--- config.mk ---
export PLATFORM = sky130hd
export DESIGN_NAME = c_escape_sequence_decoder
export DESIGN_NICKNAME = d
export VERILOG_FILES = /design/src/hw/rtl/c_esc_pkg.sv /design/src/hw/rtl/c_escape_sequence_decoder.sv
export VERILOG_INCLUDE_DIRS = /design/src /design/src/hw/rtl
export SDC_FILE = /design/constraint.sdc
export NUM_CORES = 1
export LEC_CHECK = 0
export BUFFER_PORTS_ARGS = -buffer_cell sky130_fd_sc_hd__buf_2
export CAP_MARGIN = 20
export CELL_PAD_IN_SITES_DETAIL_PLACEMENT = 2
export CELL_PAD_IN_SITES_GLOBAL_PLACEMENT = 2
export CORE_MARGIN = 5
export CORE_UTILIZATION = 40
export CTS_CLUSTER_DIAMETER = 100
export CTS_CLUSTER_SIZE = 16
export DETAILED_ROUTE_END_ITERATION = 7
export PLACE_DENSITY_LB_ADDON = 0.08
export SYNTH_ARGS = -nofsm -noshare
export SYNTH_HDL_FRONTEND = slang
export SYNTH_SLANG_ARGS = --single-unit
export TNS_END_PERCENT = 10
--- constraint.sdc ---
create_clock -name clk_i -period 3.8 [get_ports clk_i]
set_clock_uncertainty 0.1 [all_clocks]
set_input_delay 0.19 -clock clk_i [delete_from_list [all_inputs] [get_ports clk_i]]
set_output_delay 0.19 -clock clk_i [all_outputs]
set_load 0.03 [all_outputs]
--- src/hw/rtl/assert_macros.svh ---
// Assertion macros shared by the RTL of the escape sequence decoder.
`ifndef ASSERT_MACROS_SVH
`define ASSERT_MACROS_SVH

// Checked on every rising clock edge while reset is released.
`define C_ESC_ASSERT(name, prop, msg) \
  name: assert property (@(posedge clk_i) disable iff (!rst_ni) (prop)) else $error(msg);

// Checked on every rising clock edge, also while reset is applied.
`define C_ESC_ASSERT_ALWAYS(name, prop, msg) \
  name: assert property (@(posedge clk_i) (prop)) else $error(msg);

`endif

--- src/hw/rtl/c_esc_pkg.sv ---
// Types, character codes and digit helpers of the escape sequence decoder.
`default_nettype none

package c_esc_pkg;

  typedef enum logic [2:0] {
    MODE_IDLE = 3'd0,
    MODE_ESC  = 3'd1,
    MODE_HEX0 = 3'd2,
    MODE_HEX1 = 3'd3,
    MODE_OCT1 = 3'd4,
    MODE_OCT2 = 3'd5
  } mode_e;

  typedef struct packed {
    logic [7:0] data;
    logic       last;
  } res_t;

  localparam logic [7:0] CHAR_BACKSLASH = 8'h5c;
  localparam logic [7:0] CHAR_X_LO      = 8'h78;
  localparam logic [7:0] CHAR_X_UP      = 8'h58;
  localparam logic [7:0] CHAR_ZERO      = 8'h30;
  localparam logic [7:0] CHAR_SEVEN     = 8'h37;
  localparam logic [7:0] CHAR_NINE      = 8'h39;
  localparam logic [7:0] CHAR_A_LO      = 8'h61;
  localparam logic [7:0] CHAR_F_LO      = 8'h66;
  localparam logic [7:0] CHAR_A_UP      = 8'h41;
  localparam logic [7:0] CHAR_F_UP      = 8'h46;
  localparam logic [7:0] CHAR_B_LO      = 8'h62;
  localparam logic [7:0] CHAR_N_LO      = 8'h6e;
  localparam logic [7:0] CHAR_R_LO      = 8'h72;
  localparam logic [7:0] CHAR_T_LO      = 8'h74;
  localparam logic [7:0] CHAR_V_LO      = 8'h76;

  // Returns {valid, digit value}.
  function automatic logic [4:0] hex_val(logic [7:0] b);
    logic [7:0] t;
    t = 8'h00;
    if (b >= CHAR_ZERO && b <= CHAR_NINE) begin
      t = b - CHAR_ZERO;
      return {1'b1, t[3:0]};
    end else if (b >= CHAR_A_LO && b <= CHAR_F_LO) begin
      t = b - CHAR_A_LO;
      return {1'b1, t[3:0] + 4'd10};
    end else if (b >= CHAR_A_UP && b <= CHAR_F_UP) begin
      t = b - CHAR_A_UP;
      return {1'b1, t[3:0] + 4'd10};
    end
    return 5'd0;
  endfunction

  // Returns {valid, digit value}.
  function automatic logic [3:0] oct_val(logic [7:0] b);
    if (b >= CHAR_ZERO && b <= CHAR_SEVEN) begin
      return {1'b1, b[2:0]};
    end
    return 4'd0;
  endfunction

  // Returns {valid, control code} for the single letter escapes.
  function automatic logic [8:0] letter_val(logic [7:0] b);
    logic [8:0] r;
    r = 9'd0;
    unique case (b)
      CHAR_A_LO: r = {1'b1, 8'd7};
      CHAR_B_LO: r = {1'b1, 8'd8};
      CHAR_F_LO: r = {1'b1, 8'd12};
      CHAR_N_LO: r = {1'b1, 8'd10};
      CHAR_R_LO: r = {1'b1, 8'd13};
      CHAR_T_LO: r = {1'b1, 8'd9};
      CHAR_V_LO: r = {1'b1, 8'd11};
      default:   r = 9'd0;
    endcase
    return r;
  endfunction

endpackage

`default_nettype wire

--- src/hw/rtl/c_escape_sequence_decoder.sv ---
// Top level of the C string escape sequence decoder with its output queue.
//
//   channel | direction | handshake                | payload
//   --------+-----------+--------------------------+----------------------
//   in      | input     | in_valid_i / in_ready_o  | in_byte_i, in_last_i
//   out     | output    | out_valid_o / out_ready_i| out_byte_o, out_last_o
//
// Each accepted word is decoded in the cycle it arrives and gives zero, one or two
// bytes, which are written into a four-entry output queue.
// The queue sends one byte per cycle while out_ready_i is high, so the input
// takes one word per cycle while it drains; a two-byte word can stall the input.
// Input ready is high while at least two queue entries are free.
// Reset empties the queue and returns the parser to idle.
`default_nettype none

`include "assert_macros.svh"

module c_escape_sequence_decoder (
  input  wire        clk_i,
  input  wire        rst_ni,
  input  wire        in_valid_i,
  output logic       in_ready_o,
  input  wire  [7:0] in_byte_i,
  input  wire        in_last_i,
  output logic       out_valid_o,
  input  wire        out_ready_i,
  output logic [7:0] out_byte_o,
  output logic       out_last_o
);

  localparam int unsigned Depth = 4;
  localparam int unsigned PtrW  = $clog2(Depth);
  localparam int unsigned CntW  = $clog2(Depth + 1);

  c_esc_pkg::mode_e mode_q, mode_d;
  logic [7:0]       pend_q, pend_d;
  logic             upx_q, upx_d;

  logic             idle_emit;
  c_esc_pkg::res_t  idle_res;
  c_esc_pkg::mode_e idle_mode;

  logic [1:0]       n_res;
  c_esc_pkg::res_t  res0, res1;

  logic [4:0]       hex;
  logic [3:0]       oct;
  logic [8:0]       letter;

  c_esc_pkg::res_t  mem_q [Depth];
  logic [PtrW-1:0]  wr_ptr_q, rd_ptr_q;
  logic [CntW-1:0]  cnt_q, cnt_d;
  logic             in_fire, out_fire;
  logic             last_fire;
  logic [1:0]       n_push;

  assign in_fire   = in_valid_i & in_ready_o;
  assign out_fire  = out_valid_o & out_ready_i;
  assign last_fire = in_fire & in_last_i;

  assign hex    = c_esc_pkg::hex_val(in_byte_i);
  assign oct    = c_esc_pkg::oct_val(in_byte_i);
  assign letter = c_esc_pkg::letter_val(in_byte_i);

  always_comb begin
    idle_emit = 1'b1;
    idle_res  = '{data: in_byte_i, last: in_last_i};
    idle_mode = c_esc_pkg::MODE_IDLE;
    if (in_byte_i == c_esc_pkg::CHAR_BACKSLASH) begin
      if (in_last_i) begin
        idle_res = '{data: 8'h00, last: 1'b1};
      end else begin
        idle_emit = 1'b0;
        idle_mode = c_esc_pkg::MODE_ESC;
      end
    end
  end

  always_comb begin
    mode_d = c_esc_pkg::MODE_IDLE;
    pend_d = pend_q;
    upx_d  = upx_q;
    n_res  = 2'd0;
    res0   = idle_res;
    res1   = idle_res;
    unique case (mode_q)
      c_esc_pkg::MODE_ESC: begin
        if (letter[8]) begin
          n_res = 2'd1;
          res0  = '{data: letter[7:0], last: in_last_i};
        end else if (in_byte_i == c_esc_pkg::CHAR_X_LO ||
                     in_byte_i == c_esc_pkg::CHAR_X_UP) begin
          upx_d = (in_byte_i == c_esc_pkg::CHAR_X_UP);
          if (in_last_i) begin
            n_res = 2'd1;
            res0  = '{data: in_byte_i, last: 1'b1};
          end else begin
            mode_d = c_esc_pkg::MODE_HEX0;
          end
        end else if (oct[3]) begin
          pend_d = {5'd0, oct[2:0]};
          if (in_last_i) begin
            n_res = 2'd1;
            res0  = '{data: {5'd0, oct[2:0]}, last: 1'b1};
          end else begin
            mode_d = c_esc_pkg::MODE_OCT1;
          end
        end else begin
          n_res = 2'd1;
          res0  = '{data: in_byte_i, last: in_last_i};
        end
      end
      c_esc_pkg::MODE_HEX0: begin
        if (hex[4]) begin
          pend_d = {4'd0, hex[3:0]};
          if (in_last_i) begin
            n_res = 2'd1;
            res0  = '{data: {4'd0, hex[3:0]}, last: 1'b1};
          end else begin
            mode_d = c_esc_pkg::MODE_HEX1;
          end
        end else begin
          res0   = '{data: upx_q ? c_esc_pkg::CHAR_X_UP : c_esc_pkg::CHAR_X_LO, last: 1'b0};
          n_res  = idle_emit ? 2'd2 : 2'd1;
          mode_d = idle_mode;
        end
      end
      c_esc_pkg::MODE_HEX1: begin
        if (hex[4]) begin
          n_res = 2'd1;
          res0  = '{data: {pend_q[3:0], hex[3:0]}, last: in_last_i};
        end else begin
          res0   = '{data: pend_q, last: 1'b0};
          n_res  = idle_emit ? 2'd2 : 2'd1;
          mode_d = idle_mode;
        end
      end
      c_esc_pkg::MODE_OCT1: begin
        if (oct[3]) begin
          pend_d = {pend_q[4:0], oct[2:0]};
          if (in_last_i) begin
            n_res = 2'd1;
            res0  = '{data: {pend_q[4:0], oct[2:0]}, last: 1'b1};
          end else begin
            mode_d = c_esc_pkg::MODE_OCT2;
          end
        end else begin
          res0   = '{data: pend_q, last: 1'b0};
          n_res  = idle_emit ? 2'd2 : 2'd1;
          mode_d = idle_mode;
        end
      end
      c_esc_pkg::MODE_OCT2: begin
        if (oct[3]) begin
          n_res = 2'd1;
          res0  = '{data: {pend_q[4:0], oct[2:0]}, last: in_last_i};
        end else begin
          res0   = '{data: pend_q, last: 1'b0};
          n_res  = idle_emit ? 2'd2 : 2'd1;
          mode_d = idle_mode;
        end
      end
      default: begin
        n_res  = idle_emit ? 2'd1 : 2'd0;
        mode_d = idle_mode;
      end
    endcase
  end

  always_ff @(posedge clk_i or negedge rst_ni) begin
    if (!rst_ni) begin
      mode_q <= c_esc_pkg::MODE_IDLE;
      pend_q <= 8'h00;
      upx_q  <= 1'b0;
    end else if (in_fire) begin
      mode_q <= mode_d;
      pend_q <= pend_d;
      upx_q  <= upx_d;
    end
  end

  assign n_push     = in_fire ? n_res : 2'd0;
  assign in_ready_o = (cnt_q <= CntW'(Depth - 2));
  assign out_valid_o = (cnt_q != '0);
  assign out_byte_o  = mem_q[rd_ptr_q].data;
  assign out_last_o  = mem_q[rd_ptr_q].last;

  assign cnt_d = cnt_q + CntW'(n_push) - CntW'(out_fire);

  always_ff @(posedge clk_i) begin
    if (n_push != 2'd0) begin
      mem_q[wr_ptr_q] <= res0;
    end
    if (n_push == 2'd2) begin
      mem_q[wr_ptr_q + PtrW'(1)] <= res1;
    end
  end

  always_ff @(posedge clk_i or negedge rst_ni) begin
    if (!rst_ni) begin
      wr_ptr_q <= '0;
      rd_ptr_q <= '0;
      cnt_q    <= '0;
    end else begin
      wr_ptr_q <= wr_ptr_q + PtrW'(n_push);
      rd_ptr_q <= rd_ptr_q + PtrW'(out_fire);
      cnt_q    <= cnt_d;
    end
  end

  `C_ESC_ASSERT(a_cnt_bound, cnt_q <= CntW'(Depth), "Queue count above depth.")
  `C_ESC_ASSERT(a_ptr_match, (wr_ptr_q - rd_ptr_q) == cnt_q[PtrW-1:0], "Queue pointers off.")
  `C_ESC_ASSERT(a_last_idle, last_fire |=> mode_q == c_esc_pkg::MODE_IDLE, "Parser not idle.")
  `C_ESC_ASSERT_ALWAYS(a_reset_empty, !rst_ni |=> !out_valid_o, "Output valid after reset.")

endmodule

`default_nettype wire
== Yosys cells after proc, flatten, opt, wreduce, memory -nomap -nowiden ==
Memories as Yosys holds them, arrays and structs flattened.
Index checks and enable logic that the tools add are counted.
Word-level totals
  bits in writable memories: 36
  ROM bits: 0
  latch bits: 0
  memories kept: 1
  output and inout bits: 11
  bits in registers: 19
Memory list
  mem_q: depth 4, bits a word 9, read ports 1, clocked after memory_dff 0, wr ports 2, RTL line c_escape_sequence_decoder.sv:50  | c_esc_pkg::res_t mem_q [Depth];
Cells by class
  order comparisons: 8
  shifts and indexed selects: 0
  $mul: 0
  bitwise logic cells: 3
  reductions and logical operators: 10
  mux-type cells: 64
  div/mod/pow operators: 0
  equal/unequal tests: 21
  $add $sub $neg: 10
Operator list (number)
  9-bit two-way mux: 13
  8-bit by 7-bit == test with 1-bit output, second input constant: 10
  9-bit one-hot mux with 7 select lines: 1
  9-bit one-hot mux with 5 select lines: 1
  8-bit two-way mux: 5
  3-bit two-way mux: 9
  8-bit one-hot mux with 3 select lines: 1
  5-bit two-way mux: 4
  1-bit two-way mux: 17
  8-bit by 7-bit >= comparator with 1-bit output, second input constant: 2
  8-bit by 6-bit less-or-equal comparator with 1-bit output, second input constant: 2
  8-bit by 7-bit less-or-equal comparator with 1-bit output, second input constant: 2
  2-bit two-way mux: 8
  3-bit one-hot mux with 5 select lines: 1
  4-bit by 1-bit subtractor with 4-bit output, second input constant: 3
  2-bit inequality test, second input constant: 5
  2-bit one-hot mux with 5 select lines: 1
  4-bit adder, second input constant: 2
  8-bit by 6-bit >= comparator with 1-bit output, second input constant: 1
  4-bit two-way mux: 2
  7-bit AND reduction: 1
  3-bit by 2-bit == test with 1-bit output, second input constant: 2
  3-bit == test, second input constant: 2
  6-bit two-way mux: 1
  other kinds (15): 20

== Depth between registers and ports, before layout ==
Gate-level depths: netlist of run 1.
  depth in word-level cells: 12
  depth in mapped cells: 16

== Least setup slack after synthesis of run 1 ==
No wires, ideal clock.
  path type: flip-flop to flip-flop
  from: register cnt_q[0]
  to: register cnt_q[2]
  setup slack: 679 ps
  library setup time: 123 ps
  stages on the path, launching flop included: 9
  arrival time: 2898 ps
  cells stage by stage: dfrtp_1 > a21oi_1 > nand2_1 > nor3_2 > o21ai_2 > ha_1 > fa_1 > xor2_1 > xnor2_1
Between the ends
  word-level cells in the longest chain between the ends: 5
RTL lines
  start: declaration: RTL line c_escape_sequence_decoder.sv:52  | logic [CntW-1:0] cnt_q, cnt_d;
  start signal: assignment: RTL line c_escape_sequence_decoder.sv:207  | cnt_q <= cnt_d;
  3-bit by 2-bit less-or-equal comparator with 1-bit output: RTL line c_escape_sequence_decoder.sv:183  | assign in_ready_o = (cnt_q <= CntW'(Depth - 2));
  via in_ready_o: RTL line c_escape_sequence_decoder.sv:22  | output logic in_ready_o,
  1-bit bitwise AND: RTL line c_escape_sequence_decoder.sv:57  | assign in_fire = in_valid_i & in_ready_o;
  2-bit two-way mux: RTL line c_escape_sequence_decoder.sv:182  | assign n_push = in_fire ? n_res : 2'd0;
  3-bit by 2-bit adder with 3-bit output: RTL line c_escape_sequence_decoder.sv:188  | assign cnt_d = cnt_q + CntW'(n_push) - CntW'(out_fire);
  3-bit by 1-bit subtractor with 3-bit output: RTL line c_escape_sequence_decoder.sv:188
  via cnt_d[2]: RTL line c_escape_sequence_decoder.sv:52
The timed path passes the listed nets, and every way through them passes these cells.
A chain may end at the register's enable or synchronous reset.

== Worst setup path in the final report of run 1 ==
  from: input port in_byte_i[0]
  to: register cnt_q[2]
Between the ends
  word-level cells in the longest chain between the ends: 11
RTL lines
  start: declaration: RTL line c_escape_sequence_decoder.sv:23  | input wire [7:0] in_byte_i,
  8-bit by 7-bit >= comparator with 1-bit output (tied with other cells): RTL line c_esc_pkg.sv:46  | end else if (b >= CHAR_A_UP && b <= CHAR_F_UP) begin
  1-bit logical AND (on tied branches): RTL line c_esc_pkg.sv:46, c_esc_pkg.sv:55
  1-bit two-way mux (on tied branches): RTL line c_esc_pkg.sv:46, c_esc_pkg.sv:55
  1-bit two-way mux / 4-bit two-way mux (equally long branches): RTL line c_esc_pkg.sv:43, c_esc_pkg.sv:58
  1-bit two-way mux (on tied branches): RTL line c_esc_pkg.sv:40, c_escape_sequence_decoder.sv:100
  5-bit two-way mux / 1-bit two-way mux (equally long branches): RTL line c_esc_pkg.sv:50, c_escape_sequence_decoder.sv:91
  2-bit two-way mux (tied with other cells): RTL line c_escape_sequence_decoder.sv:129  | if (hex[4]) begin
  2-bit one-hot mux with 5 select lines *: RTL line c_escape_sequence_decoder.sv:86  | unique case (mode_q)
  2-bit two-way mux *: RTL line c_escape_sequence_decoder.sv:182
  3-bit by 2-bit adder with 3-bit output *: RTL line c_escape_sequence_decoder.sv:188
  3-bit by 1-bit subtractor with 3-bit output *: RTL line c_escape_sequence_decoder.sv:188
  via cnt_d[2]: RTL line c_escape_sequence_decoder.sv:52
The timed path passes the listed nets; every way through them passes the cells marked *.

==> results.yml, run 1 <==
outcome:
  status: "complete, no violations"
cells_and_area:
  drive_above_1_share: 0.202
  fillers: 1053
  area_growth_pct: 9.84
  layout.nets: 442
  antenna_cells: 0
cts:
  post-cts-setup-buffers: 0
  tritoncts: "built"
  clk_pin_slew_ns: 0.11
  clockBufferDepth: 2
  clock_latency_ns: 0.31
  clkSinkCount: 55
  cts_buffers: 5
  root_buffer: "clkbuf_8"
  h-tree-depth: 2
floorplanning:
  dieWidth_um: 109
  start_util: 0.406
  core_sq_mm: 0.00968
  die_h_um: 109
  num_rows: 36
  io-pin-count: 24
  fp.dieArea_sq_mm: 0.0119
drt:
  drt-total-wl_um: 13300
  drc_errors: 0
  vias: 3438
  dr.pass1.iters: 5
  wire_per_inst_um: 24.0
  final_antenna_net_count: 0
  routed_via_density: 6.22
  first_iter_violations: 192
placed_design:
  io_buffers: 23
  gp_congestion: 0.887
  dp_hpwl_um: 10300
pwr:
  p_leak_nw: 1.65
  intPower_mw: 1.15
  seq_power_share: 0.444
  comb_power_share: 0.364
  power_mw: 1.89
  vdd_drop_max_v: 0.000213
  p_sw_mw: 0.733
  clock_power_share: 0.192
  p_per_area_mw_per_mm2: 437
  swShare: 0.389
logic_synthesis:
  ys_ff_latch: 55
  syn_inst: 395
  yosysWarnings: 0
  ys_seq_area_frac: 0.396
  synth.avg_cell_area_sq_um: 9.95
  synth_area_sq_mm: 0.00393
  ys.flop_type: "edfxtp_1"
  synth_nets: 418
  async_flop_share: 0.345
  synth_edf_count: 36
  synthDistinctLibCells: 80
grt:
  grt_pass1_vias: 3716
  track_usage: 0.235
  overflow: 0
  grt_max_degree: 20
  grt_pass1_wl_um: 21400
  antenna_found_initial: 0
worst_setup_path:
  criticalPathCategory: "primary input to register"
  crit_path_start_kind: "primary input"
  arrival_ns: 3.35
  endpoint_kind: "register"
  required_ns: 3.91
  critPathMaxFanout: 11
timing:
  timing.fmax_mhz: 309
  tightestPinTransition_ns: 0.968
  tns_ns: 0
  fin_crit_ns: 3.23
  finalMaxSlewViolations: 0
  finalSetupViolCount: 0
  finalHoldViolations: 0
  rsz0062_at_grt: "false"
  finalCritPeriodShare: 0.851
  maxSlewHeadroom: 0.352
hold_path:
  min_path_type: "primary input to register"
run:
  drv_cap: 0
cells in the final DEF (no fill, tap or decap), types with 5 or more instances in the layout:
cell and n:
edfxtp_1 36, ha_1 9, a22oi_1 26, nand2b_1 7, a21oi_1 24, o2bb2ai_1 8, nand2_1 36, inv_1 18
nand3_1 8, or3_1 5, mux4_2 9, o21ai_0 20, buf_4 15, nor2_1 27, buf_2 23, o22ai_1 5
nor3_1 9, a211oi_1 5, o211ai_1 6, dfrtp_1 19, clkbuf_8 6
cell type report:
| type | count | area (sq um) | share of cell area |
|---|---|---|---|
| Clock buffer | 6 | 82.6 | 0.0191 |
| Clock inverter | 2 | 16.3 | 0.00377 |
| Inverter | 18 | 67.6 | 0.0157 |
| Multi-Input combinational cell | 300 | 2190 | 0.507 |
| Sequential cell | 55 | 1560 | 0.361 |
| Tap cell | 133 | 166 | 0.0386 |
| Timing Repair Buffer | 39 | 238 | 0.0551 |
metrics by stage:
step                      hold slack, ns  instance area (sq um)  std cells  setup slack, ns  utilization
after floorplan                   -0.206                   3930        395            0.679            -
after global placement            0.0621                   4210        544            0.373        0.434
after detailed placement          0.0807                   4210        544            0.219        0.434
after CTS                          0.107                   4320        553            0.557        0.446
after global routing               0.127                   4320        553            0.411        0.446
final                             0.0990                   4320        553            0.566        0.446
sequential cells by signal (all words and copies together) (netlist names):
name / flops
upx_q: 1
pend_q: 8
mem_q: 36
mode_q: 3
rd_ptr_q: 2
cnt_q: 3
wr_ptr_q: 2
kinds of logic (layout without fill, tap and decap cells):
kind of cell / Yosys count / count (layout) / share of synthesized area
AO/OA/AOI/OAI: 143 / 143 / 0.277
AND/OR/NAND/NOR: 131 / 131 / 0.178
flip-flops: 55 / 55 / 0.396
buffers and inverters: 40 / 65 / 0.0468
adder cells (fa/ha/maj): 10 / 10 / 0.0338
multiplexers: 10 / 10 / 0.0545
XOR/XNOR: 6 / 6 / 0.0134
path summary, 6_finish.rpt:
| check | depth (start not counted) | slack (ns) | endpoint | from |
|---|---|---|---|---|
| max | 13 | 0.57 | cnt_q[2] | in_byte_i[0] |
| min | 3 | 0.1 | upx_q | in_valid_i |
| max reg2reg | 7 | 0.63 | mem_q[0][1] | mode_q[1] |
| min reg2reg | 2 | 0.41 | upx_q | upx_q |
| max in group asynchronous | 2 | 3.02 | pend_q[1] | rst_ni |
| min in group asynchronous | 2 | 0.25 | mode_q[2] | rst_ni |
critical path, cell delays in order:
cell and delay (ns):
buf_2 0.19, inv_1 0.16, ha_1 0.32, and3b_1 0.23
a32oi_1 0.24, a311oi_2 0.08, buf_4 0.22, nor3_4 0.42
o21ai_2 0.21, ha_1 0.35, fa_1 0.44, xor2_1 0.16
xnor2_1 0.12
power groups by stage:
stage	combinational, mW	sequential, mW	clock (mW)
floorplan	0.567	0.777	0
global placement	0.663	0.847	0
detailed placement	0.696	0.855	0
CTS	0.698	0.842	0.368
global route	0.751	0.854	0.399
finish	0.685	0.838	0.362
synthesized netlist by cell type, types with 3 or more instances:
library cell	n	area [sq um]
ha_1	9	113
nand2_1	36	135
and2_1	3	18.8
a21o_1	3	22.5
clkbuf_1	9	33.8
nor3_1	9	45.0
o21a_1	4	30.0
o22ai_1	5	31.3
nand2_2	3	18.8
dfrtp_1	19	475
mux4_2	9	203
nand4_1	3	18.8
inv_1	18	67.6
o2bb2ai_1	8	70.1
and3_1	4	25.0
o21ai_0	20	100
or3_1	5	31.3
xor2_1	4	35.0
nand3_1	8	40.0
nor2b_1	4	25.0
a211oi_1	5	37.5
o211ai_1	6	45.0
nor2_1	27	101
nand2b_1	7	43.8
a22oi_1	26	195
edfxtp_1	36	1080
a311oi_2	3	45.0
buf_2	9	45.0
o211a_1	3	30.0
o2111ai_2	4	60.1
a21oi_1	24	120
timing repair:
| item | CTS | global route |
|---|---|---|
| endpoints found under the hold margin | 19 | 0 |
| hold buffers | 1 | 0 |
| resized for setup | 0 | 0 |
layer usage:
metal | share of wire | GRT usage | wire length (um) | vias to the layer above
met5 | 0 | 0 | 0 | -
met4 | 0.0071 | 0.0361 | 94 | 0
met3 | 0.030 | 0.0272 | 394 | 9
met2 | 0.53 | 0.426 | 7010 | 50
met1 | 0.44 | 0.305 | 5790 | 1799
li1 | - | - | - | 1580
Power figures use the tool's default switching activity.
==> run 2: changes to the inputs <==
- CELL_PAD_IN_SITES_DETAIL_PLACEMENT: 2 -> 1
- CELL_PAD_IN_SITES_GLOBAL_PLACEMENT: 2 -> 1
- CORE_UTILIZATION: 40 -> 49
==> run 2 against run 1 <==
Sequential power rose by 0.6%. Flip-flop and latch count stayed put. Design area decreased by 0.81%. First-iteration DRC count is 31% higher. Largest power group unchanged.
==> results.yml, run 2 (synthesized netlist as in run 1, its figures left out) <==
outcome:
  status: "complete, no violations"
drt:
  dr.pass1.iters: 4
  drc_errors: 0
  drt-total-wl_um: 12000
  wire_per_inst_um: 23.0
  first_iter_violations: 251
  vias: 3482
  final_antenna_net_count: 0
  routed_via_density: 6.68
pwr:
  p_leak_nw: 1.65
  p_sw_mw: 0.722
  vdd_drop_max_v: 0.000202
  clock_power_share: 0.207
  intPower_mw: 1.20
  p_per_area_mw_per_mm2: 449
  comb_power_share: 0.355
  swShare: 0.376
  seq_power_share: 0.438
placed_design:
  io_buffers: 23
  numPlacedInstances: 511
  dp_hpwl_um: 9100
  gp_congestion: 0.931
worst_setup_path:
  required_ns: 3.89
  critPathMaxStageDelay_ns: 0.37
  crit_path_start_kind: "primary input"
  crit_buf_inv: 4
  endpoint_kind: "register"
  cp_slowest_cell: "a22oi_2"
  criticalPathCategory: "primary input to register"
  critical_path_cell_count: 16
  r2r_start: "mode_q[0]"
  critPathLaunch: "in_byte_i[1]"
  path_cells: "buf_2 > inv_1 > ha_1 > o21bai_1 > a21oi_2 > a31o_1 > nor2_2 > o22ai_1 > a22oi_2 > ha_1 > inv_1 > ha_1 > inv_1 > fa_1 > xor2_1 > xnor2_1"
  cp_top_family: "compound AO/OA/AOI/OAI gates"
  arrival_ns: 3.37
  r2r-end: "cnt_q[2]"
  critPathMaxFanout: 10
  worst_r2r_path_depth: 11
  r2r_setup_slack_ns: 0.62
  crit_end: "cnt_q[2]"
cells_and_area:
  area_growth_pct: 8.95
  top_regs: "mem_q (36), pend_q (8)"
  instances_no_fill: 521
  drive_above_1_share: 0.198
  largest_reg_flops: 36
  final_cell_mix: "nand2_1 (36), edfxtp_1 (36), nor2_1 (27), a22oi_1 (26), a21oi_1 (24)"
  fillers: 899
  regMostFlops: "mem_q"
  antenna_cells: 0
  layout.nets: 441
grt:
  antenna_found_initial: 0
  grt_pass1_vias: 3564
  overflow: 0
  grt_pass1_wl_um: 19500
  track_usage: 0.248
  grt_max_degree: 20
floorplanning:
  num_rows: 32
  io-pin-count: 24
  core_sq_mm: 0.00777
  start_util: 0.506
  dieWidth_um: 99.5
  die_h_um: 99.5
  fp.dieArea_sq_mm: 0.00991
timing:
  fin_hold_ws_ns: 0.108
  timing.fmax_mhz: 305
  fin_crit_ns: 3.28
  finalSetupViolCount: 0
  tns_ns: 0
  finalHoldViolations: 0
  rsz0062_at_grt: "false"
  maxSlewHeadroom: 0.322
  tightestPinTransition_ns: 1.01
  finalMaxSlewViolations: 0
  finalCritPeriodShare: 0.864
cts:
  cts_buffers: 5
  ctsHoldBuffers: 1
  clockBufferDepth: 2
  clkSinkCount: 55
  clock_latency_ns: 0.31
  tritoncts: "built"
  h-tree-depth: 2
  clk_pin_slew_ns: 0.11
  root_buffer: "clkbuf_8"
  post-cts-setup-buffers: 0
  cts_resized: 0
run:
  drv_cap: 0
hold_path:
  min_path_cells: 3
  min_path_type: "primary input to register"
## run 2: cell types whose count changed in the layout (fill, tap and decap cells not counted)
| cell | delta |
|---|---|
| buf_4 | -1 |
| bufinv_16 | +1 |
| clkbuf_1 | +1 |
| clkbuf_8 | -1 |
| clkinv_4 | -1 |
## run 2: power groups by stage
stage	logic, mW	clock network [mW]	registers, mW
floorplan	0.567	0	0.777
detailed placement	0.685	0	0.861
finish	0.682	0.398	0.843
CTS	0.686	0.407	0.848
global route	0.740	0.436	0.857
global placement	0.653	0	0.847
## run 2: layout make-up
class	count	area (sq um)	area share
repair buffers	38	230	0.0538
clock inverters	2	37.5	0.00877
multi-input cells	300	2190	0.511
clock buffers	6	72.6	0.0170
inverters	18	67.6	0.0158
flip-flops and latches	55	1560	0.364
well taps	102	128	0.0298
## run 2: worst min-delay path by stage
stage	start	end	slack, ns
after floorplan	rst_ni	cnt_q[0]	-0.21
after global placement	rst_ni	upx_q	0.06
after detailed placement	rst_ni	upx_q	0.07
after CTS	in_valid_i	upx_q	0.10
after global routing	in_valid_i	upx_q	0.14
final	in_valid_i	upx_q	0.11
## run 2: through the flow
stage | instance area (sq um) | utilization | setup slack (ns) | total power [mW]
3_3_place_gp | 4150 | 0.535 | 0.408 | 1.50
3_5_place_dp | 4150 | 0.535 | 0.196 | 1.55
5_1_grt | 4280 | 0.551 | 0.285 | 2.03
4_1_cts | 4270 | 0.550 | 0.535 | 1.94
6_report | 4280 | 0.551 | 0.518 | 1.92
2_1_floorplan | 3930 | - | 0.679 | 1.34
## run 2: per-layer routing
layer,GRT usage,part of all wire,vias up
met1,0.329,0.43,1772
met5,0,0,-
met3,0.0224,0.045,19
li1,-,-,1578
met4,0.0536,0.015,0
met2,0.441,0.51,113
## run 2: worst reg2reg max path: cells and delay by family (launching register included)
kind | cells | cell delay [ns]
AO/OA/AOI/OAI | 2 | 0.49
AND/OR/NAND/NOR | 2 | 0.72
XOR/XNOR | 2 | 0.29
flip-flops | 1 | 0.54
adder cells (fa/ha/maj) | 3 | 0.81
buffers and inverters | 2 | 0.11
==> run 3: changes to the inputs <==
- ABC_AREA: default -> 1
- CORE_MARGIN: 5 -> default
- CORE_UTILIZATION: 49 -> 45
==> run 3 against run 2 <==
Global-route usage rose by 3.0 points. Register-to-register slack barely moved. Synthesized cell count rose by 45%. Combinational power rose by 89%. Highest routed layer unchanged. Sequential share of layout area fell by 0.76 points. Critical path type is now register to register. Via count rose by 12%. Largest power group is now combinational logic. Utilization fell by 4.7 points. Power rose by 34%. Clock-buffer cell count fell by 1. Synthesized area rose by 2.6%.
==> results.yml, run 3 <==
outcome:
  status: "complete, no violations"
cts:
  tritoncts: "built"
  clockBufferDepth: 2
  clock_latency_ns: 0.32
  cts_buffers: 5
  clk_pin_slew_ns: 0.10
  h-tree-depth: 2
  root_buffer: "clkbuf_8"
  clkSinkCount: 55
floorplanning:
  core_sq_mm: 0.00868
  start_util: 0.464
  fp.dieArea_sq_mm: 0.00934
  die_h_um: 96.6
  num_rows: 34
  dieWidth_um: 96.6
  io-pin-count: 24
logic_synthesis:
  synth-xor-area-share: 0.0130
  synthDistinctLibCells: 43
  synth_top_family_by_area: "simple AND/OR/NAND/NOR gates"
  synth_nets: 597
  synthSimpleGateAreaFrac: 0.349
  synth_top_cell_by_area: "edfxtp_1"
  synth_edf_count: 36
  synth_area_sq_mm: 0.00403
  synth.area.top_cells: "edfxtp_1 (27%), nand2_1 (17%), dfrtp_1 (12%), o21ai_0 (6.8%), nand3_1 (6.1%)"
  yosysTopAreaCellShare: 0.268
  synth_compound_area_frac: 0.141
  synth_top_cells_by_count: "nand2_1 (182), nor2_1 (63), o21ai_0 (55)"
  synthMuxAreaShare: 0
  post-synth-top-count-cell: "nand2_1"
  ys_ff_latch: 55
  synthAdderAreaFrac: 0.0329
  syn_inst: 574
  async_flop_share: 0.345
  ys.flop_type: "edfxtp_1"
  yosysWarnings: 0
  synth.avg_cell_area_sq_um: 7.02
  ys_seq_area_frac: 0.386
timing:
  setup_ws_ns: 0.628
  fin_hold_ws_ns: 0.206
  finalMaxSlewViolations: 0
  finalHoldViolations: 0
  timing.fmax_mhz: 315
  maxSlewHeadroom: 0.626
  tns_ns: 0
  finalSetupViolCount: 0
  tightestPinTransition_ns: 0.561
  finalCritPeriodShare: 0.835
  fin_crit_ns: 3.17
  rsz0062_at_grt: "false"
pwr:
  p_leak_nw: 2.05
  power_mw: 2.58
  vdd_drop_max_v: 0.000196
  p_per_area_mw_per_mm2: 590
run:
  drv_cap: 0
cells_and_area:
  final_cell_mix: "nand2_1 (182), nor2_1 (63), o21ai_0 (55), inv_1 (52), nand3_1 (49)"
  regMostFlops: "mem_q"
  area_growth_pct: 8.48
  layout.nets: 620
  top_regs: "mem_q (36), pend_q (8)"
  largest_reg_flops: 36
  drive_above_1_share: 0.100
  antenna_cells: 0
  final_common_cell: "nand2_1"
worst_setup_path:
  criticalPathCategory: "register to register"
  critPathMaxFanout: 12
  arrival_ns: 3.31
  required_ns: 3.94
  endpoint_kind: "register"
  crit_path_start_kind: "register"
drt:
  routed_via_density: 5.54
  vias: 3910
  drc_errors: 0
  dr.pass1.iters: 4
  final_antenna_net_count: 0
  drt-total-wl_um: 12400
  first_iter_violations: 114
  wire_per_inst_um: 17.6
placed_design:
  pre_cts_slack_ns: 0.395
  gp_congestion: 0.978
  dp_hpwl_um: 10200
  io_buffers: 23
grt:
  grt_pass1_vias: 4214
  track_usage: 0.278
  grt_max_degree: 24
  overflow: 0
  grt_pass1_wl_um: 20700
  antenna_found_initial: 0
hold_path:
  min_path_type: "primary input to register"
[run 3: changes by cell type after synthesis, moves of 7 or more]
cell | previous run | this run
mux4_2 | 9 | 0
o21ai_0 | 20 | 55
nand2_1 | 36 | 182
inv_1 | 18 | 52
nand2b_1 | 7 | 0
nor2_1 | 27 | 63
o2bb2ai_1 | 8 | 0
a22oi_1 | 26 | 1
nand3_1 | 8 | 49
[run 3: cell type report]
type,instances,area (sq um)
clock buffer,5,68.8
sequential,55,1560
clock inverter,3,28.8
tap,108,135
multi-input combinational,442,2160
inverter,59,221
fill,1169,4310
timing repair buffer,34,200
[run 3: report_power, final]
group          total, mW  switching (mW)  internal (mW)  leakage, nW
registers          0.940           0.119          0.821        0.569
clock network      0.350           0.212          0.137       0.0502
logic               1.29           0.899          0.389         1.43
[run 3: final timing paths]
kind / from / cells past startpoint / slack [ns] / end
setup / recovery: mode_q[1] / 15 / 0.63 / cnt_q[2]
hold / removal: in_byte_i[5] / 4 / 0.21 / upx_q
setup reg to reg: mode_q[1] / 15 / 0.63 / cnt_q[2]
hold reg to reg: mode_q[2] / 2 / 0.41 / mode_q[2]
max in group asynchronous: rst_ni / 2 / 3.04 / pend_q[6]
min in group asynchronous: rst_ni / 2 / 0.24 / rd_ptr_q[1]
[run 3: metal layers]
| layer | vias up | share of wire | routed length [um] | global-route usage |
|---|---|---|---|---|
| li1 | 1950 | - | - | - |
| met1 | 1878 | 0.43 | 5400 | 0.329 |
| met2 | 63 | 0.51 | 6360 | 0.517 |
| met3 | 19 | 0.031 | 389 | 0.0390 |
| met4 | 0 | 0.021 | 263 | 0.0815 |
| met5 | - | 0 | 0 | 0 |
[run 3: logic make-up after synthesis]
kind of cell    after synthesis
flops                        55
compound gates              101
xor+xnor                      6
fa+ha+maj                    10
buf+inv                      77
simple gates                325
[run 3: per-stage QoR]
stage | utilization | instance area, sq um | cells
2_1_floorplan | - | 4030 | 574
3_3_place_gp | 0.491 | 4260 | 697
3_5_place_dp | 0.491 | 4260 | 697
4_1_cts | 0.504 | 4370 | 706
5_1_grt | 0.504 | 4370 | 706
6_report | 0.504 | 4370 | 706
[run 3: what timing repair did]
item                                    4_1_cts  5_1_grt
hold buffers                                  1        0
resized for setup                             0        0
setup buffers                                 0        0
hold endpoints to repair                     19        0
endpoints found under the setup margin        0        0
[run 3: worst max-delay path, cell delays in order (launching register included)]
cell	delay [ns]
dfrtp_1	0.44
nand2_1	0.18
inv_1	0.11
nor2_1	0.13
nand2_1	0.14
inv_1	0.35
nor2_1	0.13
nand2_1	0.11
nand2_1	0.11
ha_1	0.29
inv_1	0.05
ha_1	0.12
inv_1	0.04
fa_1	0.40
xnor2_1	0.22
xor2_1	0.18
